## src/design/fqa_pkg.sv

```systemverilog
package fqa_pkg;

   typedef enum logic [2:0] {
      CMD_ENQUEUE = 3'd0,
      CMD_DEQUEUE = 3'd1,
      CMD_CLEAR   = 3'd2,
      CMD_INVERT  = 3'd3,
      CMD_REMOVE  = 3'd4,
      CMD_COUNT   = 3'd5,
      CMD_QUERY   = 3'd6,
      CMD_SPARE   = 3'd7
   } cmd_type;

   typedef enum logic [1:0] {
      ST_OK       = 2'd0,
      ST_REJECTED = 2'd1,
      ST_FULL     = 2'd2,
      ST_EMPTY    = 2'd3
   } status_type;

   localparam int CMD_BITS    = 3;
   localparam int FIELD_BITS  = 16;
   localparam int COUNT_BITS  = 5;
   localparam int TOTAL_BITS  = 19;
   localparam int STATUS_BITS = 2;

   // Shift command for the cell row
   typedef enum logic [3:0] {
      SH_HOLD  = 4'b0001,
      SH_LOAD  = 4'b0010,
      SH_LEFT  = 4'b0100,
      SH_RIGHT = 4'b1000
   } shift_type;

endpackage

```

## src/design/fifo_queue_with_aggregates_top.sv

```systemverilog
// Channel  Direction  tdata fields (low bit up)
// req      in         command[2:0], value_in[18:3], zero fill to 24 bits
// rsp      out        status[1:0], popped_value[17:2], front_value[33:18],
//                     rear_value[49:34], entry_count[54:50], total[73:55],
//                     largest[89:74], smallest[105:90], match_count[110:106],
//                     is_empty[111], zero fill to 128 bits
//
// The queue is a row of DEPTH cells; cell 0 is the front, or the rear when reversed.
// The APPLY state applies the command, then in WALK the row rotates once through its n live
// entries (the count after the command, before it for remove-even) gathering max,
// min, matches and the compacted sum, and the DONE state registers the result.
// A new item is taken only in IDLE, once the last one's result has been registered.
// Reset empties the row. A result waits in the output register while the next item runs;
// that item's result holds until the first one is transferred.
module fifo_queue_with_aggregates_top
   import fqa_pkg::*;
#(
   parameter int DEPTH      = 16,
   parameter int VALUE_BITS = 15
) (
   input  logic         clock,
   input  logic         reset,
   input  logic         req_tvalid,
   output logic         req_tready,
   input  logic [23:0]  req_tdata,   // command, value_in
   output logic         rsp_tvalid,
   input  logic         rsp_tready,
   output logic [127:0] rsp_tdata    // status, popped_value, front_value, rear_value,
                                     // entry_count, total, largest, smallest,
                                     // match_count, is_empty
);

   localparam int CNT_W = $clog2(DEPTH + 1);
   localparam int IDX_W = (DEPTH > 1) ? $clog2(DEPTH) : 1;
   localparam logic [FIELD_BITS-1:0] NO_ENTRY = '1;

   typedef enum logic [3:0] {
      S_IDLE  = 4'b0001,
      S_APPLY = 4'b0010,
      S_WALK  = 4'b0100,
      S_DONE  = 4'b1000
   } state_type;

   state_type                    state_ff, state_in;
   cmd_type                      cmd_ff, cmd_in;
   logic signed [FIELD_BITS-1:0] val_ff, val_in;
   logic [CNT_W-1:0]             fill_ff, fill_in;
   logic [CNT_W-1:0]             step_ff, step_in;
   logic [CNT_W-1:0]             kept_ff, kept_in;
   logic [CNT_W-1:0]             match_ff, match_in;
   logic [TOTAL_BITS-1:0]        sum_ff, sum_in;
   logic [VALUE_BITS-1:0]        hi_ff, hi_in, lo_ff, lo_in;
   logic                         rev_ff, rev_in;
   status_type                   status_ff, status_in;
   logic signed [FIELD_BITS-1:0] pop_ff, pop_in;
   logic                         out_valid_ff, out_valid_in;
   logic [127:0]                 rsp_data_ff, rsp_data_in;

   shift_type                    shift;
   logic [DEPTH-1:0]             cell_valid, load_sel;
   logic [VALUE_BITS-1:0]        cell_value [DEPTH];
   logic                         load_valid;
   logic [VALUE_BITS-1:0]        load_value;

   logic                         accept, neg, too_wide, keep, empty;
   logic [FIELD_BITS-1:0]        wide_max;
   logic [IDX_W-1:0]             last_idx, push_idx;
   logic [VALUE_BITS-1:0]        front_value, rear_value;

   assign accept   = req_tvalid && req_tready;
   assign neg      = val_ff[FIELD_BITS-1];
   assign wide_max = FIELD_BITS'((33'd1 << VALUE_BITS) - 33'd1);
   assign too_wide = neg || ($unsigned(val_ff) > wide_max);
   assign empty    = (fill_ff == '0);
   assign last_idx = IDX_W'(fill_ff - CNT_W'(1));
   // tail slot for the entry leaving cell 0 once the row has moved left
   assign push_idx = IDX_W'(fill_ff - step_ff + kept_ff - CNT_W'(1));
   // remove-even drops even entries as they leave cell 0
   assign keep     = !(cmd_ff == CMD_REMOVE && !cell_value[0][0]);

   assign front_value = rev_ff ? cell_value[last_idx] : cell_value[0];
   assign rear_value  = rev_ff ? cell_value[0] : cell_value[last_idx];

   genvar g;
   generate
      for (g = 0; g < DEPTH; g++) begin : g_cell
         logic                  rv, lv;
         logic [VALUE_BITS-1:0] rval, lval;
         if (g == DEPTH - 1) begin : g_last
            assign rv   = 1'b0;
            assign rval = '0;
         end else begin : g_mid
            assign rv   = cell_valid[g+1];
            assign rval = cell_value[g+1];
         end
         if (g == 0) begin : g_first
            // reversed enqueue enters at cell 0 as the row moves right
            assign lv   = 1'b1;
            assign lval = load_value;
         end else begin : g_rest
            assign lv   = cell_valid[g-1];
            assign lval = cell_value[g-1];
         end
         fqa_cell #(.VALUE_BITS(VALUE_BITS)) u_cell (
            .clock            (clock),
            .reset            (reset),
            .shift            (shift),
            .load_here        (load_sel[g]),
            .load_valid       (load_valid),
            .load_value       (load_value),
            .from_right_valid (rv),
            .from_right_value (rval),
            .from_left_valid  (lv),
            .from_left_value  (lval),
            .valid            (cell_valid[g]),
            .value            (cell_value[g])
         );
      end
   endgenerate

   always_comb begin
      state_in     = state_ff;
      cmd_in       = cmd_ff;
      val_in       = val_ff;
      fill_in      = fill_ff;
      step_in      = step_ff;
      kept_in      = kept_ff;
      match_in     = match_ff;
      sum_in       = sum_ff;
      hi_in        = hi_ff;
      lo_in        = lo_ff;
      rev_in       = rev_ff;
      status_in    = status_ff;
      pop_in       = pop_ff;
      out_valid_in = out_valid_ff;
      rsp_data_in  = rsp_data_ff;
      shift        = SH_HOLD;
      load_sel     = '0;
      load_valid   = 1'b1;
      load_value   = VALUE_BITS'($unsigned(val_ff));

      if (out_valid_ff && rsp_tready) begin
         out_valid_in = 1'b0;
      end

      case (state_ff)
         S_IDLE: begin
            if (accept) begin
               cmd_in   = cmd_type'(req_tdata[CMD_BITS-1:0]);
               val_in   = req_tdata[CMD_BITS +: FIELD_BITS];
               state_in = S_APPLY;
            end
         end
         S_APPLY: begin
            status_in = ST_OK;
            pop_in    = NO_ENTRY;
            case (cmd_ff)
               CMD_ENQUEUE: begin
                  if (too_wide) begin
                     status_in = ST_REJECTED;
                  end else if (fill_ff == CNT_W'(DEPTH)) begin
                     status_in = ST_FULL;
                  end else begin
                     if (rev_ff) begin
                        shift = SH_RIGHT;
                     end else begin
                        shift = SH_LOAD;
                        load_sel[IDX_W'(fill_ff)] = 1'b1;
                     end
                     fill_in = fill_ff + 1'b1;
                     sum_in  = sum_ff + TOTAL_BITS'(load_value);
                  end
               end
               CMD_DEQUEUE: begin
                  if (fill_ff == '0) begin
                     status_in = ST_EMPTY;
                  end else begin
                     if (rev_ff) begin
                        // drop the logical front, held in the last live cell
                        pop_in     = FIELD_BITS'(cell_value[last_idx]);
                        sum_in     = sum_ff - TOTAL_BITS'(cell_value[last_idx]);
                        shift      = SH_LOAD;
                        load_valid = 1'b0;
                        load_sel[last_idx] = 1'b1;
                     end else begin
                        pop_in = FIELD_BITS'(cell_value[0]);
                        sum_in = sum_ff - TOTAL_BITS'(cell_value[0]);
                        shift  = SH_LEFT;
                     end
                     fill_in = fill_ff - 1'b1;
                     if (fill_ff == CNT_W'(1)) rev_in = 1'b0;
                  end
               end
               CMD_CLEAR: begin
                  shift      = SH_LOAD;
                  load_valid = 1'b0;
                  load_sel   = '1;
                  fill_in    = '0;
                  sum_in     = '0;
                  rev_in     = 1'b0;
               end
               CMD_INVERT: begin
                  if (fill_ff > CNT_W'(1)) rev_in = !rev_ff;
               end
               CMD_REMOVE: begin
                  sum_in = '0;
               end
               default: ;
            endcase
            step_in  = '0;
            kept_in  = '0;
            match_in = '0;
            hi_in    = '0;
            lo_in    = '1;
            state_in = S_WALK;
         end
         S_WALK: begin
            if (step_ff == fill_ff) begin
               if (cmd_ff == CMD_REMOVE) fill_in = kept_ff;
               state_in = S_DONE;
            end else begin
               // advance: cell 0 leaves and, if kept, is appended behind the live entries
               shift      = SH_LEFT;
               load_value = cell_value[0];
               step_in    = step_ff + 1'b1;
               if (keep) begin
                  load_sel[push_idx] = 1'b1;
                  kept_in = kept_ff + 1'b1;
                  if (cell_value[0] > hi_ff) hi_in = cell_value[0];
                  if (cell_value[0] < lo_ff) lo_in = cell_value[0];
                  if (cmd_ff == CMD_REMOVE) begin
                     sum_in = sum_ff + TOTAL_BITS'(cell_value[0]);
                  end
                  if (cmd_ff == CMD_COUNT && !neg &&
                      FIELD_BITS'(cell_value[0]) == $unsigned(val_ff)) begin
                     match_in = match_ff + 1'b1;
                  end
               end
            end
         end
         S_DONE: begin
            // hold while the previous result still waits
            if (!out_valid_ff || rsp_tready) begin
               rsp_data_in = {
                  16'd0,
                  empty,
                  COUNT_BITS'(match_ff),
                  empty ? NO_ENTRY : FIELD_BITS'(lo_ff),
                  empty ? NO_ENTRY : FIELD_BITS'(hi_ff),
                  sum_ff,
                  COUNT_BITS'(fill_ff),
                  empty ? NO_ENTRY : FIELD_BITS'(rear_value),
                  empty ? NO_ENTRY : FIELD_BITS'(front_value),
                  pop_ff,
                  STATUS_BITS'(status_ff)
               };
               out_valid_in = 1'b1;
               state_in     = S_IDLE;
            end
         end
         default: state_in = S_IDLE;
      endcase
   end

   always_ff @(posedge clock) begin
      if (reset) begin
         state_ff     <= S_IDLE;
         fill_ff      <= '0;
         sum_ff       <= '0;
         rev_ff       <= 1'b0;
         out_valid_ff <= 1'b0;
      end else begin
         state_ff     <= state_in;
         fill_ff      <= fill_in;
         sum_ff       <= sum_in;
         rev_ff       <= rev_in;
         out_valid_ff <= out_valid_in;
      end
      cmd_ff      <= cmd_in;
      val_ff      <= val_in;
      step_ff     <= step_in;
      kept_ff     <= kept_in;
      match_ff    <= match_in;
      hi_ff       <= hi_in;
      lo_ff       <= lo_in;
      status_ff   <= status_in;
      pop_ff      <= pop_in;
      rsp_data_ff <= rsp_data_in;
   end

   assign req_tready = (state_ff == S_IDLE);
   assign rsp_tvalid = out_valid_ff;
   assign rsp_tdata  = rsp_data_ff;

   row_count: assert property (@(posedge clock) disable iff (reset)
      (state_ff == S_IDLE) |-> ($countones(cell_valid) == int'(fill_ff)))
      else $error("live cells disagree with fill count");

   fill_bound: assert property (@(posedge clock) disable iff (reset)
      fill_ff <= CNT_W'(DEPTH))
      else $error("fill count beyond depth");

   drop_hold: assert property (@(posedge clock) disable iff (reset)
      (rsp_tvalid && !rsp_tready) |=> (rsp_tvalid && $stable(rsp_tdata)))
      else $error("result dropped or changed while waiting");

endmodule

```

## src/design/fqa_cell.sv

```systemverilog
// One queue slot. Holds a value and a valid bit, shifts toward either neighbour.
module fqa_cell
   import fqa_pkg::*;
#(
   parameter int VALUE_BITS = 15
) (
   input  logic                  clock,
   input  logic                  reset,
   input  shift_type             shift,
   input  logic                  load_here,
   input  logic                  load_valid,
   input  logic [VALUE_BITS-1:0] load_value,
   input  logic                  from_right_valid,
   input  logic [VALUE_BITS-1:0] from_right_value,
   input  logic                  from_left_valid,
   input  logic [VALUE_BITS-1:0] from_left_value,
   output logic                  valid,
   output logic [VALUE_BITS-1:0] value
);

   logic                  valid_ff, valid_in;
   logic [VALUE_BITS-1:0] value_ff, value_in;

   always_comb begin
      valid_in = valid_ff;
      value_in = value_ff;
      case (shift)
         SH_LOAD: begin
            if (load_here) begin
               valid_in = load_valid;
               value_in = load_value;
            end
         end
         SH_LEFT: begin
            // a selected cell takes the load instead of its right neighbour
            if (load_here) begin
               valid_in = load_valid;
               value_in = load_value;
            end else begin
               valid_in = from_right_valid;
               value_in = from_right_value;
            end
         end
         SH_RIGHT: begin
            valid_in = from_left_valid;
            value_in = from_left_value;
         end
         SH_HOLD: ;
         default: ;
      endcase
   end

   always_ff @(posedge clock) begin
      if (reset) begin
         valid_ff <= 1'b0;
      end else begin
         valid_ff <= valid_in;
      end
      value_ff <= value_in;
   end

   assign valid = valid_ff;
   assign value = value_ff;

endmodule

```

## config.mk

```make
export PLATFORM = sky130hd
export DESIGN_NAME = fifo_queue_with_aggregates_top
export DESIGN_NICKNAME = d
export VERILOG_FILES = /design/src/design/fqa_pkg.sv /design/src/design/fifo_queue_with_aggregates_top.sv /design/src/design/fqa_cell.sv
export SDC_FILE = /design/constraint.sdc
export NUM_CORES = 1
export LEC_CHECK = 0
export BUFFER_PORTS_ARGS = -buffer_cell sky130_fd_sc_hd__buf_2
export CORE_UTILIZATION = 45
export DETAILED_ROUTE_END_ITERATION = 8
export MAX_ROUTING_LAYER = met4
export SKIP_CTS_REPAIR_TIMING = 1
export SLEW_MARGIN = 20
export SYNTH_ARGS = -nofsm -noshare
export SYNTH_HDL_FRONTEND = slang
export SYNTH_SLANG_ARGS = --single-unit
```

## constraint.sdc

```tcl
create_clock -name clock -period 11.61 [get_ports clock]
set_input_delay 0.5805 -clock clock [delete_from_list [all_inputs] [get_ports clock]]
set_output_delay 0.5805 -clock clock [all_outputs]
set_load 0.01 [all_outputs]
```

==> impl_metrics.yaml <==
synth:
  yosysSeqAreaShare: 0.5027
  ys_types: 94
  syn_inst: 2565
  synth_xor_area_frac: 0.02355
  synth_top_area_frac: 0.4803
  synthAdderAreaFrac: 0.03984
  synth-compound-area-share: 0.1842
  synthTopCellsByCount: "edfxtp_1, nand2_1, a21oi_1"
  synth_top_family_by_area: "compound AO/OA/AOI/OAI gates"
  netlist_area_um2: 26880
  ys.flop_type: "edfxtp_1"
  synth-edff-count: 430
  synthSimpleGateAreaFrac: 0.1159
  yosysWarnings: 0
  avgSynthCellArea_um2: 10.48
  synthMuxAreaShare: 0.08075
  synth_top_area_cell: "edfxtp_1"
  synth_seq_cells: 460
  synth_area_leaders: "edfxtp_1, mux4_2, a21oi_1, nand2_1, o21ai_0"
  synth.most_common_cell: "edfxtp_1"
  synthArstFlopShare: 0
die:
  start_util: 0.4555
  core_um2: 59020
  ios: 158
  rows: 89
  die-area_um2: 60720
  fp.dieW_um: 246.4
  die_h_um: 246.4
global_route:
  grtUsageTotal: 0.2488
  antenna_found_initial: 0
  first_global_vias: 19180
  overflow: 0
  grt_start_max_net_pins: 229
  grt_pass1_wl_mm: 113.8
route:
  wl_per_cell_um: 21.63
  viasPerCell: 6.012
  dr.pass1.iters: 5
  ant_nets: 0
  wl_mm: 73.94
  drt_iter0_markers: 2187
  drc: 0
  vias: 20550
clock_network:
  cts_root_buf: "clkbuf_16"
  cts_max_level: 2
  cts_sinks: 460
  path_clk_slew_ns: 0.06
  insertion_delay_ns: 0.62
  cts_tree: "built"
  clk_path_buf_depth: 3
  cts_buffers: 50
hold_path:
  hp-class: "in -> reg"
  holdPathStages: 1
setup_path:
  arrival_ns: 7.16
  worstSetupEndpointType: "flop"
  crit_type: "reg -> reg"
  critPathMaxStageDelay_ns: 0.77
  critPathMaxFanout: 40
  crit_chain: "inv_1, ha_4, buf_4, mux4_2, mux4_2, mux2i_1, nand2_1, o21ai_0, ha_1, a21oi_1, nor2_1, a211oi_1, a2bb2oi_1, o41ai_1, o41ai_1, xnor2_1, a31o_1"
  path_buf_inv: 2
  path_depth: 17
  required_ns: 12.11
  r2r_cells: 17
  slowest_stage: "dfxtp_4"
  cp-start-kind: "flop"
  critPathTopFamily: "compound AO/OA/AOI/OAI gates"
cells_and_area:
  area_growth_pct: 10.61
  final_net_count: 2715
  diodes: 0
  multi_input_area_um2: 12130
  n_fill_cell: 5228
  final_util: 0.5038
  drive_above_1_share: 0.1648
  seq_area_um2: 13520
power_and_ir_drop:
  p_switching_uw: 982.4
  power_frac_seq: 0.494
  internal-power_mw: 2.881
  pwr-share-comb: 0.107
  power_density_nw_per_um2: 129.9
  swShare: 0.2543
  p_clk_frac: 0.399
  peakVddDrop_v: 0.0001029
  leakagePower_nw: 10.05
timing:
  slew_viol_final: 0
  rsz0062_at_grt: "no"
  fin_crit_sh: 0.5733
  final.setup.tns_ns: 0
  max_freq_mhz: 150.2
  min_period_ns: 6.656
  fin_worst_skew_ns: 0.03507
  setup_viol: 0
  finalHoldViolations: 0
  worst_slew_pin_slew_ns: 1.183
  slew_headroom: 0.2104
placement:
  port-buffer-count: 136
  place_congestion: 0.9679
  hpwl_mm: 52.99
run_status:
  status: "finished clean"
job:
  maxCapViolations: 0
power groups by stage:
stage,registers [mW],clock network [mW],logic (mW)
final,1.91,1.54,0.412
after global routing,1.91,1.63,0.453
after CTS,1.91,1.57,0.408
after detailed placement,1.94,0,0.407
after global placement,1.94,0,0.395
after floorplan,1.92,0,0.304
layout make-up:
class | count | area share
Clock buffer | 60 | 0.04439
Clock inverter | 32 | 0.008542
Timing Repair Buffer | 203 | 0.04090
Multi-Input combinational cell | 1803 | 0.4078
Tap cell | 773 | 0.03253
Inverter | 87 | 0.01119
Sequential cell | 460 | 0.4546
state kept, by name, indices dropped and copies added (netlist names), 15 cells and up:
signal               count
g_cell.u_cell.value    240
sum_ff                  19
val_ff                  16
hi_ff                   15
lo_ff                   15
pop_ff                  16
rsp_tdata              108
layer usage:
| metal | up-vias | part of all wire | track usage |
|---|---|---|---|
| met5 | - | 0 | - |
| met1 | 10010 | 0.43 | 0.3362 |
| met4 | 0 | 0.032 | 0.08515 |
| met3 | 104 | 0.062 | 0.02963 |
| li1 | 9597 | - | - |
| met2 | 841 | 0.47 | 0.3881 |
through the flow:
stage                     area (µm²)  setup slack (ns)  power (mW)  hold slack [ns]  std cells
after global placement         28110             5.071       2.336           0.4042       3325
after detailed placement       28110             4.967       2.350           0.4070       3325
after floorplan                26940             5.223       2.224           0.4003       2580
final                          29730             4.954       3.863           0.1481       3418
after CTS                      29680             4.949       3.887           0.1155       3417
after global routing           29730             4.650       4.000           0.1230       3418
cells by family after synthesis:
family,count (synthesis)
simple gates,672
compound gates,842
buf+inv,317
fa+ha+maj,82
xor+xnor,68
flops,460
mux,123
other cells,1
path summary, 6_finish.rpt:
kind	from	endpoint	slack [ns]
worst max-delay path	fill_ff[0]	sum_ff[17]	4.95
worst max register to register	fill_ff[0]	sum_ff[17]	4.95
worst min register to register	pop_ff[2]	rsp_tdata[4]	0.42
worst min-delay path	req_tdata[13]	val_ff[10]	0.15
cell usage in the layout (no fill, tap or decap), types with 16 or more instances in the layout:
master and count:
o21ai_0 223, xor2_1 17, edfxtp_1 430, mux2i_1 47
and2_1 21, xnor2_1 47, dfxtp_1 28, a221o_1 28
nor2_1 119, nand3_1 59, mux4_2 75, buf_2 136
nor3_1 30, nand2_1 320, a221oi_1 23, inv_1 84
a21oi_1 269, clkbuf_16 51, o21ai_1 130, ha_1 75
conb_1 16, o211ai_1 29, nand2b_1 25, buf_4 65
No activity file was read; power rests on OpenSTA's default activity.
